[config.mk]
export PLATFORM = sky130hd
export DESIGN_NAME = mlm_queue_ctl
export DESIGN_NICKNAME = d
export VERILOG_FILES = /design/src/hdl/mlm_pkg.sv /design/src/hdl/mlm_queue_ctl.sv
export SDC_FILE = /design/constraint.sdc
export NUM_CORES = 1
export LEC_CHECK = 0
export BUFFER_PORTS_ARGS = -buffer_cell sky130_fd_sc_hd__buf_4
export CORE_MARGIN = 1.5
export CORE_UTILIZATION = 40
export CTS_CLUSTER_DIAMETER = 60
export DETAILED_ROUTE_END_ITERATION = 8
export SYNTH_ARGS = -nofsm -noshare
export SYNTH_HDL_FRONTEND = slang
export SYNTH_SLANG_ARGS = --single-unit
[constraint.sdc]
create_clock -name clk -period 3.15 [get_ports clk]
set_input_delay 0.4725 -clock clk [delete_from_list [all_inputs] [get_ports clk]]
set_output_delay 0.4725 -clock clk [all_outputs]
set_load 0.01 [all_outputs]
[src/hdl/mlm_pkg.sv]
// Shared types and constants for the message link mailbox.
// Holds the item structs, the state and code enums and the queue byte selection.
// Depends on nothing; the files that use it refer to it by scoped names.
package mlm_pkg;

  // Kind of an input item.
  typedef enum logic [2:0] {
    KIND_DATA_WR     = 3'd0,
    KIND_DATA_RD     = 3'd1,
    KIND_FLAGS_WR    = 3'd2,
    KIND_FLAGS_RD    = 3'd3,
    KIND_TICK        = 3'd4,
    KIND_SERVER_START = 3'd5,
    KIND_SERVER_BYTE = 3'd6
  } kind_t;

  // What a result tells the server side.
  typedef enum logic [1:0] {
    SEND_NONE  = 2'd0,
    SEND_BYTE  = 2'd1,
    SEND_LAST  = 2'd2,
    SEND_EMPTY = 2'd3
  } send_code_t;

  // Sequencer states of the top level.
  typedef enum logic [2:0] {
    ST_IDLE,
    ST_PUSH,
    ST_READ_ADDR,
    ST_READ_DATA,
    ST_OUT
  } state_t;

  // Byte sequences that the push loop writes into the reply queue.
  typedef enum logic [1:0] {
    SEQ_PING,
    SEQ_STATUS,
    SEQ_SERVER_HDR,
    SEQ_SERVER_BYTE
  } seq_t;

  // Frame commands.
  localparam logic [7:0] CMD_PING   = 8'd3;
  localparam logic [7:0] CMD_STATUS = 8'd4;
  localparam logic [7:0] CMD_SEND   = 8'd7;

  // Bytes that appear in queued headers.
  localparam logic [7:0] REPLY_LEN   = 8'd2;
  localparam logic [7:0] SERVER_TAG  = 8'd7;

  // Flag register bit positions.
  localparam int unsigned FLAG_NONEMPTY = 7;
  localparam int unsigned FLAG_IRQ_EN   = 6;
  localparam int unsigned FLAG_LINK_EN  = 0;

  // Configuration register indexes.
  localparam logic REG_SERVER_CONNECTED = 1'b0;

  typedef struct packed {
    kind_t      kind;
    logic [7:0] value;
  } in_item_t;

  typedef struct packed {
    logic [7:0] read_data;
    logic       irq_line;
    send_code_t send_code;
    logic [7:0] send_byte;
    logic       overflow;
  } out_item_t;

  // Requests to the queue pointer unit.
  typedef struct packed {
    logic push;
    logic pop;
  } queue_ctl_t;

  // Status from the queue pointer unit.
  typedef struct packed {
    logic empty;
    logic full;
  } queue_stat_t;

  // Byte number idx of a queued sequence.
  function automatic logic [7:0] seq_byte(seq_t seq, logic [1:0] idx, logic [7:0] last_rd,
                                          logic [7:0] val, logic connected);
    logic [7:0] b;
    b = last_rd;
    unique case (seq)
      SEQ_PING: begin
        unique case (idx)
          2'd0: b = last_rd;
          2'd1: b = REPLY_LEN;
          2'd2: b = CMD_PING;
          default: b = CMD_PING;
        endcase
      end
      SEQ_STATUS: begin
        unique case (idx)
          2'd0: b = last_rd;
          2'd1: b = REPLY_LEN;
          2'd2: b = CMD_STATUS;
          default: b = {7'd0, connected};
        endcase
      end
      SEQ_SERVER_HDR: begin
        unique case (idx)
          2'd0: b = last_rd;
          2'd1: b = val + 8'd1;
          default: b = SERVER_TAG;
        endcase
      end
      SEQ_SERVER_BYTE: b = val;
      default: b = val;
    endcase
    return b;
  endfunction

  // Index of the last byte of a sequence.
  function automatic logic [1:0] seq_last(seq_t seq);
    logic [1:0] n;
    unique case (seq)
      SEQ_PING, SEQ_STATUS: n = 2'd3;
      SEQ_SERVER_HDR:       n = 2'd2;
      default:              n = 2'd0;
    endcase
    return n;
  endfunction

endpackage

[src/hdl/mlm_queue_ctl.sv]
// Pointer unit of the reply queue: head, fill count and wrapped tail address.
// Depends on mlm_pkg for the control and status structs.
module mlm_queue_ctl #(
  parameter int unsigned QUEUE_DEPTH = 1024
) (
  input  logic                           clk,
  input  logic                           rst_n,
  input  mlm_pkg::queue_ctl_t            ctl,
  output mlm_pkg::queue_stat_t           stat,
  output logic [$clog2(QUEUE_DEPTH)-1:0] head,
  output logic [$clog2(QUEUE_DEPTH)-1:0] tail
);

  localparam int unsigned ADDR_W = $clog2(QUEUE_DEPTH);
  localparam int unsigned FILL_W = ADDR_W + 1;
  localparam logic [FILL_W-1:0] DEPTH_F = FILL_W'(QUEUE_DEPTH);
  localparam logic [ADDR_W-1:0] LAST_A  = ADDR_W'(QUEUE_DEPTH - 1);

  logic [ADDR_W-1:0] head_r, head_nxt;
  logic [FILL_W-1:0] fill_r, fill_nxt;
  logic [FILL_W-1:0] slot_sum;

  // Tail is head plus fill, folded back once past the end.
  always_comb begin
    slot_sum = {1'b0, head_r} + fill_r;
    if (slot_sum >= DEPTH_F) begin
      slot_sum = slot_sum - DEPTH_F;
    end
  end

  assign tail       = slot_sum[ADDR_W-1:0];
  assign head       = head_r;
  assign stat.empty = (fill_r == '0);
  assign stat.full  = (fill_r >= DEPTH_F);

  // Pointer and fill updates.
  always_comb begin
    head_nxt = head_r;
    fill_nxt = fill_r;
    if (ctl.pop && !stat.empty) begin
      head_nxt = (head_r == LAST_A) ? '0 : head_r + 1'b1;
      fill_nxt = fill_nxt - 1'b1;
    end
    if (ctl.push && !stat.full) begin
      fill_nxt = fill_nxt + 1'b1;
    end
  end

  always_ff @(posedge clk) begin
    if (!rst_n) begin
      head_r <= '0;
      fill_r <= '0;
    end else begin
      head_r <= head_nxt;
      fill_r <= fill_nxt;
    end
  end

endmodule

==> results of run 1 <==
critical path, stage by stage (launching register included):
cell and delay (ns):
dfxtp_1 0.47, ha_1 0.28, a21oi_1 0.15, nor2b_1 0.08
o31a_1 0.27, or4_1 0.42, and3_1 0.17, a211oi_1 0.17
buf_4 0.16
worst paths after layout:
kind                                           start  slack (ns)              endpoint
worst max register to register  fill_r[1]$_SDFF_PN0_        0.42  fill_r[4]$_SDFF_PN0_
worst min register to register  head[5]$_SDFFE_PN0N_        0.54  head[5]$_SDFFE_PN0N_
worst min-delay path            head[5]$_SDFFE_PN0N_        0.54  head[5]$_SDFFE_PN0N_
worst max-delay path            fill_r[1]$_SDFF_PN0_        0.25               tail[9]
layout make-up:
| cell class | instances | area (sq um) | share of cell area (%) |
|---|---|---|---|
| flip-flops and latches | 21 | 421.7 | 20.47 |
| inverters | 9 | 33.78 | 1.640 |
| multi-input cells | 180 | 1291 | 62.70 |
| well taps | 52 | 65.06 | 3.159 |
| repair buffers | 27 | 202.7 | 9.842 |
| clock buffers | 4 | 45.04 | 2.187 |
state kept, by name (all words and copies together), names as in the netlist:
register  flops
head         10
fill_r       11
kinds of logic after synthesis:
logic type	after synthesis	synth area share (%)
adder cells (fa/ha/maj)	13	9.557
XOR/XNOR	25	12.72
AND/OR/NAND/NOR	97	30.36
AO/OA/AOI/OAI	41	16.80
multiplexers	4	2.600
buffers and inverters	16	4.356
flip-flops	21	23.61
per-stage QoR:
step	setup slack (ns)	hold slack [ns]
after CTS	0.1787	0.5397
after detailed placement	0.3822	0.5281
final	0.2509	0.5411
after global routing	0.02684	0.5968
after global placement	0.5177	0.5100
after floorplan	0.6858	0.5268
placed cells by master, fill, tap and decap left out, drive strengths merged, types with 7 or more instances in the layout:
cell | synthesis | layout
xnor2 | 15 | 15
nor3 | 9 | 9
o21ai | 7 | 7
dfxtp | 21 | 21
ha | 12 | 12
buf | 3 | 27
a21oi | 11 | 11
nand2 | 16 | 16
xor2 | 10 | 10
nor2 | 36 | 36
inv | 9 | 9
power by group through the flow:
| stage | combinational, mW | clock [mW] | sequential, mW |
|---|---|---|---|
| floorplan | 0.905 | 0 | 0.404 |
| global placement | 1.14 | 0 | 0.451 |
| detailed placement | 1.13 | 0 | 0.454 |
| CTS | 1.14 | 0.192 | 0.447 |
| global route | 1.27 | 0.199 | 0.460 |
| finish | 1.15 | 0.184 | 0.446 |
metal layers:
layer  share of wire (%)  track usage (%)
met2                  46            28.63
met5                   0                0
met1                  49            22.68
met4                0.81            3.419
met3                 3.4            3.198
timing repair:
action	in CTS	in global routing
hold buffers	0	0
endpoints found under the setup margin	0	3
gates resized for setup	0	3
==> qor.txt, run 1 <==
Max Freq - 344.9 MHz
Cell Area, Placed - 2004 sq um
total track usage - 16.96%
clock skew - 0.001895 ns
Routed wire per std cell - 13.90 um
status - complete, no violations
critical path arrival - 2.43 ns
post-synth cell types - 53
worst r2r path cells - 10
fin. max-slew vios - 0
top-area cell type share of the netlist area - 23.61%
Slew HR - 57.01%
drt first pass iters - 4
Die X - 69.72 um
total grt overflow - 0
Tightest Pin Transition - 0.6389 ns
Rows - 24
via count - 1581
CTS Buf Count - 3
fin nets - 259
Worst-path clk slew - 0.08 ns
Ys Warns - 0
min cycle time layout - 2.899 ns
Post-CTS Setup Repair Bufs - 0
combinational share of power - 64.7%
hold path depth - 2
die area - 4860 sq um
top-count cell post-synth - nor2_1
post-route ant nets - 0
Iter 0 DRT Violations - 57
design area - 2059 sq um
RSZ-0062 raised after global routing - no
Psw - 0.8461 mW
I/O Buffers - 25
largest net degree at the start of global routing - 16
Non-Filler Instances - 293
CP Launch Type - register
final setup TNS - 0 ns
final setup vio count - 0
Seq pwr share - 25.0%
CP Capture Type - output port
# IOs - 26
die extent in y - 69.72 um
HPWL Detailed - 3129 um
initial antenna violation count - 0
maximum clock insertion buffer count - 2
Sw Share - 47.44%
syn_nets - 234
Post-synth top cells - nor2_1, dfxtp_1, nand2_1
register bit total from synthesis - 21
ys flop type - dfxtp_1
CTS tree - built
post-synth top area cell - dfxtp_1
CP Class - register to output port
Final Wtd Congestion - 0.8644
clock sink count - 21
Filler cells - 457
vias per inst - 5.396
synthesized area - 1780 sq um
Area contributors post-synth - dfxtp_1, ha_1, nor2_1
average size of a mapped cell - 8.205 sq um
DRC - 0
# diodes - 0
pwr dens - 866.0 nW/um^2
Worst EP required - 2.68 ns
clock latency on the worst-skew pair - 0.26 ns
Starting Density - 41.17%
end-of-flow core utilization - 47.63%
Detailed Route WL - 4072 um
Clock Power Share - 10.3%
worst-path maximum fanout - 8
Post-synth EDFFs - 0
Area Growth Syn to Fin - 15.67%
Overall Power - 1.783 mW
layout cells sized above 1 - 19.92%
H-tree levels - 1
Peak VDD IR - 0.4342 mV
first-pass GRT wire length - 6810 um
post-synthesis sequential area ratio - 23.61%
HP Class - register to register
clock root cell - clkbuf_8
Final period util - 92.04%
Pint - 0.9374 mW
Hold Violations, Final - 0
vias in the first global route - 1452
Max Cap Viol - 0
core footprint - 4324 sq um
post-synthesis async set-or-reset flop share - 0%
placed cells - 289
Leak Pwr - 0.8549 nW
Syn Inst Count - 217
Note: power is estimated with default switching activity, not from simulation.
==> run 2: changes to the inputs <==
--- a/config.mk
+++ b/config.mk
@@ -5,11 +5,11 @@
 export SDC_FILE = /design/constraint.sdc
 export NUM_CORES = 1
 export LEC_CHECK = 0
-export BUFFER_PORTS_ARGS = -buffer_cell sky130_fd_sc_hd__buf_4
 export CORE_MARGIN = 1.5
 export CORE_UTILIZATION = 40
 export CTS_CLUSTER_DIAMETER = 60
 export DETAILED_ROUTE_END_ITERATION = 8
+export DONT_BUFFER_PORTS = 1
 export SYNTH_ARGS = -nofsm -noshare
 export SYNTH_HDL_FRONTEND = slang
 export SYNTH_SLANG_ARGS = --single-unit
==> constraint.sdc (replaced) <==
create_clock -name clk -period 3.3 [get_ports clk]
set_input_delay 0.495 -clock clk [delete_from_list [all_inputs] [get_ports clk]]
set_output_delay 0.495 -clock clk [all_outputs]
set_load 0.01 [all_outputs]
==> run 2 against run 1 <==
  * Clock skew is 0.0028 ns higher
  * Critical path depth is 1 higher
  * Combinational power is 16% lower
  * Total power is 11% lower
  * Design area is 9.4% lower
  * Clock-buffer cell count is 1 lower
  * Final cell count is 8.5% lower
==> qor.txt, run 2 (same netlist as run 1, synthesis figures left out) <==
status - complete, no violations
HPWL Detailed - 3011 um (-3.8%)
die extent in y - 69.72 um (unchanged)
CTS Hold Buffers Added - 0 (unchanged)
Starting Density - 41.17% (unchanged)
Worst Hold Launch - head[5]$_SDFFE_PN0N_
worst r2r path cells - 11 (+1)
Final Wtd Congestion - 0.8078 (-6.5%)
Iter 0 DRT Violations - 76 (+33%)
core footprint - 4324 sq um (unchanged)
HP Class - register to register
Hold Violations, Final - 0 (unchanged)
reg-to-reg endpoint - fill_r[4]$_SDFF_PN0_
hold path endpoint - head[5]$_SDFFE_PN0N_
drt first pass iters - 4 (unchanged)
Filler cells - 460 (+0.66%)
Leak Pwr - 0.7204 nW (-16%)
Cell Area, Placed - 1817 sq um (-9.4%)
worst-path maximum fanout - 5 (-3)
post-cts sizing count - 0 (unchanged)
via count - 1506 (-4.7%)
fin. max-slew vios - 0 (unchanged)
Area Growth Syn to Fin - 4.779%
# IOs - 26 (unchanged)
H-tree levels - 1 (unchanged)
first-pass GRT wire length - 6630 um (-2.6%)
final setup vio count - 0 (unchanged)
Final period util - 91.95%
Max Freq - 329.6 MHz
Rows - 24 (unchanged)
clock latency on the worst-skew pair - 0.26 ns (about the same)
Max Cap Viol - 0 (unchanged)
r2r startpoint - fill_r[1]$_SDFF_PN0_
worst hold slack - 0.5846 ns (+0.04359 ns)
placed cells - 264 (-8.7%)
I/O Buffers - 0 (-100%)
number of flip-flops in the largest register - 11 (unchanged)
Post-CTS Setup Repair Bufs - 0 (unchanged)
Overall Power - 1.584 mW (-11%)
Worst-path clk slew - 0.09 ns (about the same)
Peak VDD IR - 0.4626 mV (+6.5%)
min cycle time layout - 3.034 ns
DRC - 0 (unchanged)
Non-Filler Instances - 268 (-8.5%)
layout cells sized above 1 - 10.65% (-9.3 points)
CP Capture Type - output port
CP Launch Type - register
clock skew - 0.004742 ns (+0.002847 ns)
buffers and inverters on the worst path - 1 (unchanged)
hold path depth - 2 (unchanged)
initial antenna violation count - 0 (unchanged)
Detailed Route WL - 3934 um (-3.4%)
CTS Buf Count - 3 (unchanged)
RSZ-0062 raised after global routing - no
crit-path max cell delay - 0.49 ns (+0.02 ns)
design area - 1866 sq um (-9.4%)
# diodes - 0 (unchanged)
clock root cell - clkbuf_8
vias per inst - 5.619 (+4.1%)
largest net degree at the start of global routing - 16 (unchanged)
Worst path slowest cell - dfxtp_1
CP Class - register to output port
clock sink count - 21 (unchanged)
final setup TNS - 0 ns (unchanged)
flop-to-flop setup slack - 0.66 ns (+0.24 ns)
maximum clock insertion buffer count - 2 (unchanged)
Tightest Pin Transition - 0.6062 ns (-0.03268 ns)
Routed wire per std cell - 14.68 um (+5.6%)
fin nets - 234 (-9.7%)
most common cell after layout, fill and taps aside - nor2_1
CTS tree - built
total track usage - 16.62% (-0.34 points)
vias in the first global route - 1321 (-9.0%)
Worst EP required - 2.80 ns (+0.12 ns)
critical path arrival - 2.54 ns (+0.11 ns)
pwr dens - 849.1 nW/um^2 (-1.9%)
die area - 4860 sq um (unchanged)
Crit path max-delay family - compound AO/OA/AOI/OAI gates
Slew HR - 59.59% (+2.6 points)
cells along the critical path - ha_1, inv_1, fa_1, nor2b_1, o21ai_0, a21boi_0, o21a_1, o41ai_1, xnor2_1
post-route ant nets - 0 (unchanged)
most frequent cells in the layout - nor2_1, dfxtp_1, nand2_1, xnor2_1, ha_1
Die X - 69.72 um (unchanged)
Top reg by flops - fill_r
total grt overflow - 0 (unchanged)
## run 2: final cells by class
type | instances | area [sq um] | share of cell area (%)
tap | 52 | 65.06 | 3.488
sequential | 21 | 420.4 | 22.54
timing repair buffer | 2 | 15.01 | 0.8048
inverter | 9 | 33.78 | 1.811
clock inverter | 1 | 7.507 | 0.4024
clock buffer | 3 | 41.29 | 2.213
multi-input combinational | 180 | 1282 | 68.75
## run 2: how the worst max path moves through the flow
stage                               from  endpoint  slack, ns  cells past startpoint
global route        head[0]$_SDFFE_PN0N_   tail[8]       0.09                      9
floorplan           fill_r[2]$_SDFF_PN0_   tail[9]       0.81                      6
CTS                 head[0]$_SDFFE_PN0N_   tail[8]       0.27                      9
finish              head[0]$_SDFFE_PN0N_   tail[8]       0.27                      9
detailed placement  head[0]$_SDFFE_PN0N_   tail[8]       0.58                      9
global placement    head[0]$_SDFFE_PN0N_   tail[8]       0.62                      9
## run 2: per-stage QoR
stage	utilization, %	setup WS [ns]
global placement	42.01	0.6241
floorplan	-	0.8133
finish	43.14	0.2656
global route	43.14	0.08892
CTS	43.14	0.2693
detailed placement	42.01	0.5792
## run 2: worst min-delay path: cells and delay by family (launching register included)
family,cells,cell delay (ns)
DFF,1,0.38
AOI/OAI and AO/OA,2,0.16
## run 2: where the power goes
group	total [mW]	switching [mW]	internal, mW	leakage, nW
clock	0.181	0.0959	0.0852	0.0217
sequential	0.433	0.124	0.309	0.171
combinational	0.970	0.561	0.409	0.528
total	1.58	0.781	0.803	0.720
## run 2: per-layer routing
metal / wire length, um / vias to the layer above / GRT usage [%] / part of all wire (%)
li1: - / 778 / - / -
met1: 2098 / 698 / 25.72 / 53
met2: 1651 / 28 / 24.68 / 42
met3: 150 / 2 / 2.180 / 3.8
met4: 33 / 0 / 3.205 / 0.84
met5: 0 / - / 0 / 0
